<file path="src/hw/rtl/idt_pkg.sv">
`default_nettype none

package idt_pkg;

   localparam int unsigned TimeWidth     = 32;
   localparam int unsigned IntervalWidth = 31;
   localparam int unsigned CsrIndexWidth = 2;

   localparam logic [CsrIndexWidth-1:0] CSR_INTERVAL_MS = 2'd0;
   localparam logic [CsrIndexWidth-1:0] CSR_ENDLESS     = 2'd1;

   typedef enum logic [2:0] {
      MODE_POLL   = 3'd0,
      MODE_START  = 3'd1,
      MODE_STOP   = 3'd2,
      MODE_PAUSE  = 3'd3,
      MODE_EXTEND = 3'd4,
      MODE_SET    = 3'd5
   } mode_type;

   typedef enum logic [1:0] {
      RUN_STOPPED  = 2'd0,
      RUN_RUNNING  = 2'd1,
      RUN_PAUSED   = 2'd2,
      RUN_FINISHED = 2'd3
   } run_state_type;

   typedef struct packed {
      logic                 start;
      logic [TimeWidth-1:0] dividend;
      logic [TimeWidth-1:0] divisor;
   } rem_req_type;

   typedef struct packed {
      logic                 done;
      logic [TimeWidth-1:0] remainder;
   } rem_rsp_type;

   typedef struct packed {
      logic          valid;
      run_state_type status;
      logic          interval_event;
      logic          finish_event;
   } result_type;

endpackage

`default_nettype wire

</file>
<file path="src/hw/rtl/idt_rem_unit.sv">
`default_nettype none

module idt_rem_unit (
   input  wire                  clock,
   input  wire                  reset,
   input  idt_pkg::rem_req_type rem_req,
   output idt_pkg::rem_rsp_type rem_rsp
);

   localparam int unsigned W  = idt_pkg::TimeWidth;
   localparam int unsigned CW = $clog2(W);

   logic          busy_ff, busy_in;
   logic          done_ff, done_in;
   logic [CW-1:0] count_ff, count_in;
   logic [W-1:0]  dividend_ff, dividend_in;
   logic [W-1:0]  divisor_ff, divisor_in;
   logic [W-1:0]  rem_ff, rem_in;
   logic [W:0]    trial;
   logic [W:0]    diff;

   assign trial = {rem_ff, dividend_ff[W-1]};
   assign diff  = trial - {1'b0, divisor_ff};

   always_comb begin
      busy_in     = busy_ff;
      done_in     = 1'b0;
      count_in    = count_ff;
      dividend_in = dividend_ff;
      divisor_in  = divisor_ff;
      rem_in      = rem_ff;
      if (rem_req.start) begin
         busy_in     = 1'b1;
         count_in    = '0;
         dividend_in = rem_req.dividend;
         divisor_in  = rem_req.divisor;
         rem_in      = '0;
      end else if (busy_ff) begin
         if (trial >= {1'b0, divisor_ff}) begin
            rem_in = diff[W-1:0];
         end else begin
            rem_in = trial[W-1:0];
         end
         dividend_in = {dividend_ff[W-2:0], 1'b0};
         count_in    = count_ff + CW'(1);
         if (count_ff == CW'(W - 1)) begin
            busy_in = 1'b0;
            done_in = 1'b1;
         end
      end
   end

   always_ff @(posedge clock) begin
      if (reset) begin
         busy_ff <= 1'b0;
         done_ff <= 1'b0;
      end else begin
         busy_ff <= busy_in;
         done_ff <= done_in;
      end
      count_ff    <= count_in;
      dividend_ff <= dividend_in;
      divisor_ff  <= divisor_in;
      rem_ff      <= rem_in;
   end

   assign rem_rsp.done      = done_ff;
   assign rem_rsp.remainder = rem_ff;

endmodule

`default_nettype wire

</file>
<file path="src/hw/rtl/idt_ctrl.sv">
`default_nettype none

module idt_ctrl (
   input  wire                                        clock,
   input  wire                                        reset,
   input  wire                                        req_valid,
   output logic                                       req_ready,
   input  idt_pkg::mode_type                          mode,
   input  wire [idt_pkg::TimeWidth-1:0]               now_ms,
   input  wire [idt_pkg::TimeWidth-1:0]               amount_ms,
   input  wire [idt_pkg::IntervalWidth-1:0]           interval_ms,
   input  wire                                        endless,
   input  wire                                        out_free,
   output idt_pkg::rem_req_type                       rem_req,
   input  idt_pkg::rem_rsp_type                       rem_rsp,
   output idt_pkg::result_type                        result,
   output idt_pkg::run_state_type                     run_state
);

   typedef enum logic [2:0] {
      S_IDLE = 3'b001,
      S_CALC = 3'b010,
      S_DONE = 3'b100
   } fsm_type;

   fsm_type                         fsm_ff, fsm_in;
   idt_pkg::run_state_type          run_ff, run_in;
   logic [idt_pkg::TimeWidth-1:0]   stamp_ff, stamp_in;
   logic [idt_pkg::TimeWidth-1:0]   deadline_ff, deadline_in;
   logic                            phase_ff, phase_in;
   logic                            iev_ff, iev_in;
   logic                            fev_ff, fev_in;
   logic [idt_pkg::TimeWidth-1:0]   elapsed;

   assign elapsed = now_ms - stamp_ff;

   always_comb begin
      fsm_in           = fsm_ff;
      run_in           = run_ff;
      stamp_in         = stamp_ff;
      deadline_in      = deadline_ff;
      phase_in         = phase_ff;
      iev_in           = iev_ff;
      fev_in           = fev_ff;
      rem_req.start    = 1'b0;
      rem_req.dividend = elapsed;
      rem_req.divisor  = {interval_ms, 1'b0};
      unique case (fsm_ff)
         S_IDLE: begin
            if (req_valid) begin
               iev_in = 1'b0;
               fev_in = 1'b0;
               fsm_in = S_DONE;
               unique case (mode)
                  idt_pkg::MODE_POLL: begin
                     if (run_ff == idt_pkg::RUN_RUNNING) begin
                        if (!endless && (elapsed > deadline_ff)) begin
                           run_in = idt_pkg::RUN_FINISHED;
                           fev_in = 1'b1;
                        end else if (interval_ms != '0) begin
                           rem_req.start = 1'b1;
                           fsm_in        = S_CALC;
                        end
                     end
                  end
                  idt_pkg::MODE_START: begin
                     if (run_ff == idt_pkg::RUN_STOPPED) begin
                        stamp_in = now_ms;
                     end
                     run_in = idt_pkg::RUN_RUNNING;
                  end
                  idt_pkg::MODE_STOP: begin
                     run_in = idt_pkg::RUN_STOPPED;
                  end
                  idt_pkg::MODE_PAUSE: begin
                     run_in = idt_pkg::RUN_PAUSED;
                  end
                  idt_pkg::MODE_EXTEND: begin
                     if (run_ff == idt_pkg::RUN_RUNNING) begin
                        deadline_in = deadline_ff + amount_ms;
                     end else begin
                        deadline_in = amount_ms;
                        if (run_ff == idt_pkg::RUN_STOPPED) begin
                           stamp_in = now_ms;
                        end
                        run_in = idt_pkg::RUN_RUNNING;
                     end
                  end
                  idt_pkg::MODE_SET: begin
                     deadline_in = amount_ms;
                  end
                  default: begin
                  end
               endcase
            end
         end
         S_CALC: begin
            if (rem_rsp.done) begin
               if (rem_rsp.remainder > {1'b0, interval_ms}) begin
                  if (!phase_ff) begin
                     iev_in   = 1'b1;
                     phase_in = 1'b1;
                  end
               end else if (phase_ff) begin
                  iev_in   = 1'b1;
                  phase_in = 1'b0;
               end
               fsm_in = S_DONE;
            end
         end
         S_DONE: begin
            if (out_free) begin
               fsm_in = S_IDLE;
            end
         end
         default: begin
            fsm_in = S_IDLE;
         end
      endcase
   end

   always_ff @(posedge clock) begin
      if (reset) begin
         fsm_ff      <= S_IDLE;
         run_ff      <= idt_pkg::RUN_STOPPED;
         stamp_ff    <= '0;
         deadline_ff <= '0;
         phase_ff    <= 1'b0;
         iev_ff      <= 1'b0;
         fev_ff      <= 1'b0;
      end else begin
         fsm_ff      <= fsm_in;
         run_ff      <= run_in;
         stamp_ff    <= stamp_in;
         deadline_ff <= deadline_in;
         phase_ff    <= phase_in;
         iev_ff      <= iev_in;
         fev_ff      <= fev_in;
      end
   end

   assign req_ready             = (fsm_ff == S_IDLE);
   assign result.valid          = (fsm_ff == S_DONE);
   assign result.status         = run_ff;
   assign result.interval_event = iev_ff;
   assign result.finish_event   = fev_ff;
   assign run_state             = run_ff;

endmodule

`default_nettype wire

</file>
<file path="src/hw/rtl/interval_and_deadline_timer_core.sv">
`default_nettype none

// Command-driven interval and deadline timer. Each request transfer carries one command
// (req_tuser) with the current millisecond time and an amount, and yields exactly one
// response transfer holding the timer status and the interval and finish event flags.
// Most commands go from idle straight to done; a poll of a running timer that does not
// finish and has a nonzero interval waits in between on the radix-2 remainder unit that
// reduces the elapsed time modulo twice the interval one bit per cycle. A new request is
// taken once the previous result has moved into the output register, even while that
// result still waits for rsp_tready. Configuration writes on the csr port take effect at
// once; a write of the endless flag while the timer is running or paused is ignored.

module interval_and_deadline_timer_core (
   input  wire                                 clock,
   input  wire                                 reset,
   input  wire                                 req_tvalid,
   output logic                                req_tready,
   input  wire [63:0]                          req_tdata,   // now_ms, amount_ms
   input  wire [2:0]                           req_tuser,   // mode
   output logic                                rsp_tvalid,
   input  wire                                 rsp_tready,
   output logic [7:0]                          rsp_tdata,   // status, interval_event,
                                                            // finish_event, zero fill
   input  wire                                 csr_we,
   input  wire [idt_pkg::CsrIndexWidth-1:0]    csr_index,
   input  wire [idt_pkg::IntervalWidth-1:0]    csr_wdata
);

   logic [idt_pkg::IntervalWidth-1:0] interval_ff, interval_in;
   logic                              endless_ff, endless_in;
   logic                              rsp_valid_ff, rsp_valid_in;
   logic [7:0]                        rsp_data_ff, rsp_data_in;
   logic                              out_free;
   idt_pkg::rem_req_type              rem_req;
   idt_pkg::rem_rsp_type              rem_rsp;
   idt_pkg::result_type               result;
   idt_pkg::run_state_type            run_state;

   assign out_free = !rsp_valid_ff || rsp_tready;

   idt_ctrl u_ctrl (
      .clock       (clock),
      .reset       (reset),
      .req_valid   (req_tvalid),
      .req_ready   (req_tready),
      .mode        (idt_pkg::mode_type'(req_tuser)),
      .now_ms      (req_tdata[31:0]),
      .amount_ms   (req_tdata[63:32]),
      .interval_ms (interval_ff),
      .endless     (endless_ff),
      .out_free    (out_free),
      .rem_req     (rem_req),
      .rem_rsp     (rem_rsp),
      .result      (result),
      .run_state   (run_state)
   );

   idt_rem_unit u_rem (
      .clock   (clock),
      .reset   (reset),
      .rem_req (rem_req),
      .rem_rsp (rem_rsp)
   );

   always_comb begin
      interval_in = interval_ff;
      endless_in  = endless_ff;
      if (csr_we) begin
         if (csr_index == idt_pkg::CSR_INTERVAL_MS) begin
            interval_in = csr_wdata;
         end else if (csr_index == idt_pkg::CSR_ENDLESS) begin
            if (run_state != idt_pkg::RUN_RUNNING && run_state != idt_pkg::RUN_PAUSED) begin
               endless_in = csr_wdata[0];
            end
         end
      end
   end

   always_comb begin
      rsp_valid_in = rsp_valid_ff;
      rsp_data_in  = rsp_data_ff;
      if (out_free) begin
         rsp_valid_in = result.valid;
         if (result.valid) begin
            rsp_data_in = {4'b0000, result.finish_event, result.interval_event,
                           result.status};
         end
      end
   end

   always_ff @(posedge clock) begin
      if (reset) begin
         interval_ff  <= '0;
         endless_ff   <= 1'b0;
         rsp_valid_ff <= 1'b0;
      end else begin
         interval_ff  <= interval_in;
         endless_ff   <= endless_in;
         rsp_valid_ff <= rsp_valid_in;
      end
      rsp_data_ff <= rsp_data_in;
   end

   assign rsp_tvalid = rsp_valid_ff;
   assign rsp_tdata  = rsp_data_ff;

endmodule

`default_nettype wire
</file>
<file path="config.mk">
export PLATFORM = sky130hd
export DESIGN_NAME = interval_and_deadline_timer_core
export DESIGN_NICKNAME = d
export VERILOG_FILES = /design/src/hw/rtl/idt_pkg.sv /design/src/hw/rtl/idt_rem_unit.sv /design/src/hw/rtl/idt_ctrl.sv /design/src/hw/rtl/interval_and_deadline_timer_core.sv
export SDC_FILE = /design/constraint.sdc
export NUM_CORES = 1
export LEC_CHECK = 0
export BUFFER_PORTS_ARGS = -buffer_cell sky130_fd_sc_hd__buf_2
export CAP_MARGIN = 20
export CORE_MARGIN = 1.5
export CORE_UTILIZATION = 66
export CTS_CLUSTER_DIAMETER = 40
export CTS_CLUSTER_SIZE = 24
export DETAILED_ROUTE_END_ITERATION = 6
export GPL_ROUTABILITY_DRIVEN = 1
export PLACE_DENSITY = 0.95
export SKIP_CTS_REPAIR_TIMING = 1
export SYNTH_ARGS = -nofsm -noshare
export SYNTH_HDL_FRONTEND = slang
export SYNTH_SLANG_ARGS = --single-unit
</file>
<file path="constraint.sdc">
create_clock -name clock -period 19.7 [get_ports clock]
set_input_delay 2.955 -clock clock [delete_from_list [all_inputs] [get_ports clock]]
set_output_delay 2.955 -clock clock [all_outputs]
set_load 0.01 [all_outputs]
</file>
; Word-level counts from Yosys, hierarchy flattened
; Index checks and enable logic that the tools add are counted.
[classes]
add_sub_neg = 4
magnitude_cmp = 3
eq_ne = 21
muxes = 40
n_bitwise = 2
reduce_logical = 25
[op_table]
columns = cell, n
row1 = $mux W32, 6
row2 = $pmux W32 S2, 2
row3 = $sub A32 B32 Y32, 2
row4 = $ge A33 B32 Y1, 1
row5 = $add A32 B32 Y32, 1
row6 = $gt A32 B31 Y1, 1
row7 = $gt A32 B32 Y1, 1
row8 = $reduce_bool A31 Y1, 1
row9 = $mux W3, 7
row10 = $mux W1, 19
row11 = $pmux W2 S5, 1
row12 = $eq A3 B2 Y1 const B, 3
row13 = $eq A3 B3 Y1 const B, 3
row14 = $pmux W3 S3, 1
row15 = $ne A2 B1 Y1 const B, 4
row16 = $ne A2 B2 Y1 const B, 4
row17 = $reduce_and A2 Y1, 4
row18 = $reduce_and A4 Y1, 2
row19 = $reduce_bool A2 Y1, 4
row20 = $eq A3 B1 Y1 const B, 2
row21 = $mux W2, 3
row22 = $reduce_and A3 Y1, 2
row23 = $reduce_and A6 Y1, 1
row24 = $add A5 B1 Y5 const B, 1
row25 = other kinds (14), 19
[totals]
reg_bits = 211
in_bits = 105
word_cells = 112

; Logic depth before layout (Yosys ltp)
[logic_depth]
word_depth = 9
depth_mapped = 23
mapped_depth_nobuf = 21

; Hierarchy
; From an unflattened synthesis, not the netlist that was laid out.
[unflattened]
cells_unflattened = 1812
hier_area_um2 = 15242.1
[by_module_without_submodules]
columns = module, n_inst, cells_each, area_per_inst_um2
row1 = idt_ctrl, 1, 1088, 8072.7
row2 = idt_rem_unit, 1, 566, 5815.6
row3 = interval_and_deadline_timer_core, 1, 158, 1353.8

; Worst setup path before layout
; Ideal clock, no wire load.
[synth_timing]
path_kind = input to register
from = input req_tdata[0]
to = register u_rem.divisor_ff[10] (enable)
setup_time_ns = 0.408
arrival_time_ns = 7.931
required_time_ns = 19.292
setup_slack_ns = 11.361
cell_stages = 22
n_path_buf = 2
cell_sequence = inv_1 ha_1 inv_1 fa_1 a211oi_2 nor2_2 o221ai_2 o21ai_2 a221oi_2 a211oi_1 or3_1 o311ai_2 ha_1 and4_1 nand3_1 or2_1 nor3b_1 a211oi_1 or3_1 inv_2 buf_8 clkbuf_1
[synth_rtl]
columns = item, line
row1 = "start, declared", interval_and_deadline_timer_core.sv:18  ; input wire [63:0] req_tdata,
row2 = "end signal, assigned", idt_rem_unit.sv:63  ; divisor_ff <= divisor_in;
row3 = "end, declared", idt_rem_unit.sv:17  ; logic [W-1:0] divisor_ff, divisor_in;

; Worst setup path after layout
[layout_timing]
from = input req_tdata[0]
to = register u_rem.dividend_ff[30], data pin
[layout_via]
elab_chain_cells = 9
[layout_lines]
columns = item, line
row1 = $sub A32 B32 Y32 (*), idt_ctrl.sv:35  ; assign elapsed = now_ms - stamp_ff;
row2 = $gt A32 B32 Y1, idt_ctrl.sv:57  ; if (!endless && (elapsed > deadline_ff)) begin
row3 = $logic_and A1 B1 Y1, idt_ctrl.sv:57
row4 = $mux W1, idt_ctrl.sv:57
row5 = $mux W1, idt_ctrl.sv:56  ; if (run_ff == idt_pkg::RUN_RUNNING) begin
row6 = $mux W1, idt_ctrl.sv:54  ; unique case (mode)
row7 = $mux W1, idt_ctrl.sv:50  ; if (req_valid) begin
row8 = $mux W1, idt_ctrl.sv:48  ; unique case (fsm_ff)
row9 = $mux W32 (*), idt_rem_unit.sv:32  ; if (rem_req.start) begin
row10 = named net u_rem.dividend_in[30], idt_rem_unit.sv:16  ; logic [W-1:0] dividend_ff, dividend_in;
row11 = "end signal, assigned", idt_rem_unit.sv:62  ; dividend_ff <= dividend_in;
row12 = "end, declared", idt_rem_unit.sv:16
; Mark *: on every way through the listed nets, which the timed path passes. The rest lies on a longest branch.
; A chain may end at the register's enable or synchronous reset.

==> impl_metrics.json <==
{
  "synth_mux_area_frac": 0.04029,
  "wirelength_routed_um": 42240,
  "synth_warnings": 0,
  "cts-buffers-inserted": 34,
  "routabilityCongestion": 0.9474,
  "timing.slew.headroom": 0.3865,
  "layout.cell_area.non_filler_um2": 16730,
  "cp_max_fanout": 72,
  "number_of_storage_elements_in_the_synthesis_netlist": 211,
  "initial_utilization": 0.6767,
  "drt_first_iter_violations": 1495,
  "nFillCells": 1366,
  "crit_arrival_ps": 9060,
  "grt_setup_unrepaired": "false",
  "post_synth_instance_area_um2": 14810,
  "power_density_nw_per_um2": 94.01,
  "floorplan.io_pins": 115,
  "distinct_cells_synth": 95,
  "synth_xor_area_frac": 0.04426,
  "worst_setup_path_end_kind": "flip-flop",
  "min_path_cells": 2,
  "drc_errors": 0,
  "synth_seq_area_share": 0.3304,
  "core_area_um2": 21890,
  "fp-row-count": 54,
  "synth_edf_count": 67,
  "ys_dominant_reg_cell": "dfxtp_1",
  "finalCriticalPeriod_ps": 8796,
  "fin_cells": 2166,
  "worst_setup_path_start_kind": "primary input",
  "crit_share_post_route": 0.4465,
  "pwr-share-comb": 0.283,
  "syn_inst": 1771,
  "cp_cell_sequence": "buf_2 > inv_1 > ha_1 > inv_1 > fa_1 > a211oi_2 > nor2_2 > o221ai_2 > o21ai_2 > a221oi_2 > a211oi_1 > or3_1 > o311ai_2 > ha_1 > and4_1 > nand3_1 > or2_1 > nor3b_1 > a211oi_1 > or3_1 > buf_4 > inv_2 > buf_4 > mux2_2",
  "tightestPinTransition_ps": 920.2,
  "die_x_um": 152.8,
  "critical-path-slowest-cell": "buf_4",
  "cts.reportedPaths.clkPinSlew_ps": 60,
  "grt_pass1_vias": 14298,
  "maximum_number_of_pins_on_one_net_before_global_route_repair": 105,
  "path_depth_of_the_worst_reg2reg_path": 22,
  "hold_path.class": "flip-flop to flip-flop",
  "clock_path_buffers": 3,
  "power.switching_fraction": 0.3320,
  "grt_use_total": 0.3526,
  "synth_compound_gate_area_share": 0.2192,
  "finish.utilization": 0.7644,
  "setup_viol": 0,
  "async_flop_share": 0,
  "cp.required_ps": 19960,
  "vdd_ir_drop_max_mv": 0.08553,
  "post_route_cells_drive_above_1_share": 0.1257,
  "drtAntennaViolNets": 0,
  "cts.root.buffer_cell": "clkbuf_16",
  "layout.cells.most_common": "nand2_1",
  "io_buffers": 110,
  "htree_num_levels": 2,
  "max_freq_mhz": 113.7,
  "number_of_antenna_violations_at_the_first_check_in_global_routing": 0,
  "synthSimpleGateAreaFrac": 0.1647,
  "main_combinational_cell_family_by_area_after_synthesis": "compound AO/OA/AOI/OAI gates",
  "fp.dieArea_um2": 23350,
  "cap_violations": 0,
  "drt_pass1_iterations": 6,
  "dp_hpwl_um": 28100,
  "maxSlewViolCount": 0,
  "global_route_wire_length_before_repair_um": 67850,
  "worst_clock_skew_ps": 34.93,
  "synth-adder-area-share": 0.1392,
  "timing.setup.tns_ps": 0,
  "pwr-share-seq": 0.322,
  "avgRoutedWirePerCell_um": 19.50,
  "detailed_place.area_um2": 15520,
  "cts_tree": "done",
  "overflow": 0,
  "power.static_leakage_nw": 6.821,
  "antenna_cells_inserted": 0,
  "cell_internal_pwr_mw": 1.051,
  "synth_area_per_cell_um2": 8.364,
  "die_height_um": 152.8,
  "area_growth_pct": 12.97,
  "insertion_delay_ps": 520,
  "most-common-layout-cells": "216 x nand2_1, 198 x a21oi_1, 160 x inv_1, 160 x ha_1, 143 x dfxtp_1",
  "post_drt_via_cell_ratio": 6.599,
  "place.detailed.instances": 2104,
  "numnets_final": 2129,
  "dr_total_vias": 14294,
  "worstSetupPathType": "primary input to flip-flop",
  "report.final.hold_viol_count": 0,
  "clkPwrFrac": 0.395,
  "critPathMaxStageDelay_ps": 730,
  "power_switching_mw": 0.5222,
  "cts.sinks": 211,
  "run_status": "completed"
}
==> synth_stat cells, drive strengths merged (13+ instances only) <==
library cell | number | area [um^2]
nand2 | 216 | 810.8
a21oi | 199 | 999.7
inv | 161 | 604.3
ha | 160 | 2002
dfxtp | 144 | 2883
nor2 | 143 | 539.3
o21ai | 69 | 349.1
edfxtp | 67 | 2012
a211oi | 63 | 478.0
clkbuf | 56 | 210.2
xnor2 | 46 | 410.4
a21o | 41 | 309.1
mux2 | 34 | 386.6
nand4 | 29 | 181.4
xor2 | 28 | 245.2
nor3 | 26 | 130.1
mux2i | 21 | 210.2
nand3 | 21 | 105.1
nor2b | 20 | 125.1
buf | 15 | 98.84
o21bai | 14 | 105.1
o211ai | 13 | 97.59
==> registers in the layout, indices dropped and copies added (netlist names), 2 cells and up <==
name / flops
u_rem.rem_ff: 32
u_rem.divisor_ff: 31
u_rem.dividend_ff: 32
rsp_tdata: 4
u_ctrl.fsm_ff: 3
u_rem.count_ff: 5
u_ctrl.deadline_ff: 32
u_ctrl.run_state: 2
u_ctrl.stamp_ff: 32
interval_ff: 31
==> power groups by stage <==
stage	registers, mW	clock network, mW	logic, mW
2_1_floorplan	0.504	0	0.317
3_3_place_gp	0.510	0	0.391
3_5_place_dp	0.512	0	0.416
4_1_cts	0.505	0.623	0.431
5_1_grt	0.509	0.640	0.488
6_report	0.507	0.622	0.445
==> logic make-up after synthesis <==
| logic type | Yosys count |
|---|---|
| fa+ha+maj | 163 |
| compound gates | 502 |
| xor+xnor | 74 |
| other cells | 1 |
| simple gates | 533 |
| flops | 211 |
| mux | 55 |
| buf+inv | 232 |
==> critical path, delay by kind of cell <==
family / cells / cell delay, ps
AND/OR/NAND/NOR: 7 / 1620
multiplexers: 1 / 430
AO/OA/AOI/OAI: 7 / 1740
buffers and inverters: 6 / 1360
adder cells (fa/ha/maj): 3 / 930
==> worst paths after layout <==
kind                                           from  slack (ps)                     to
worst max-delay path                   req_tdata[0]       10900  u_rem.dividend_ff[30]
worst min-delay path            u_ctrl.stamp_ff[13]         450    u_ctrl.stamp_ff[13]
worst max register to register   u_ctrl.stamp_ff[0]       13160  u_rem.dividend_ff[30]
worst min register to register  u_ctrl.stamp_ff[13]         450    u_ctrl.stamp_ff[13]
==> final cells by class <==
cell class	count	area, um^2	share of cell area
multi-input cells	1331	9032	0.5398
clock buffers	45	985.9	0.05892
repair buffers	122	663.1	0.03963
inverters	161	604.3	0.03611
well taps	280	350.3	0.02094
clock inverters	16	201.4	0.01204
flip-flops and latches	211	4896	0.2926
==> metal layers <==
layer	GRT usage	part of all wire	up-vias
met2	0.6291	0.49	811
met3	0.05585	0.072	284
met5	0	0	-
met1	0.3773	0.36	6667
met4	0.2569	0.078	0
li1	-	-	6532
==> through the flow <==
stage / worst slack, ps / power [mW] / hold slack, ps
after floorplan: 11360 / 0.8210 / 408.1
after detailed placement: 10810 / 0.9279 / 448.3
final: 10900 / 1.573 / 454.1
after global placement: 11050 / 0.9017 / 441.4
after global routing: 10620 / 1.637 / 471.4
after CTS: 11080 / 1.559 / 455.6
No activity file was read; power rests on OpenSTA's default activity.
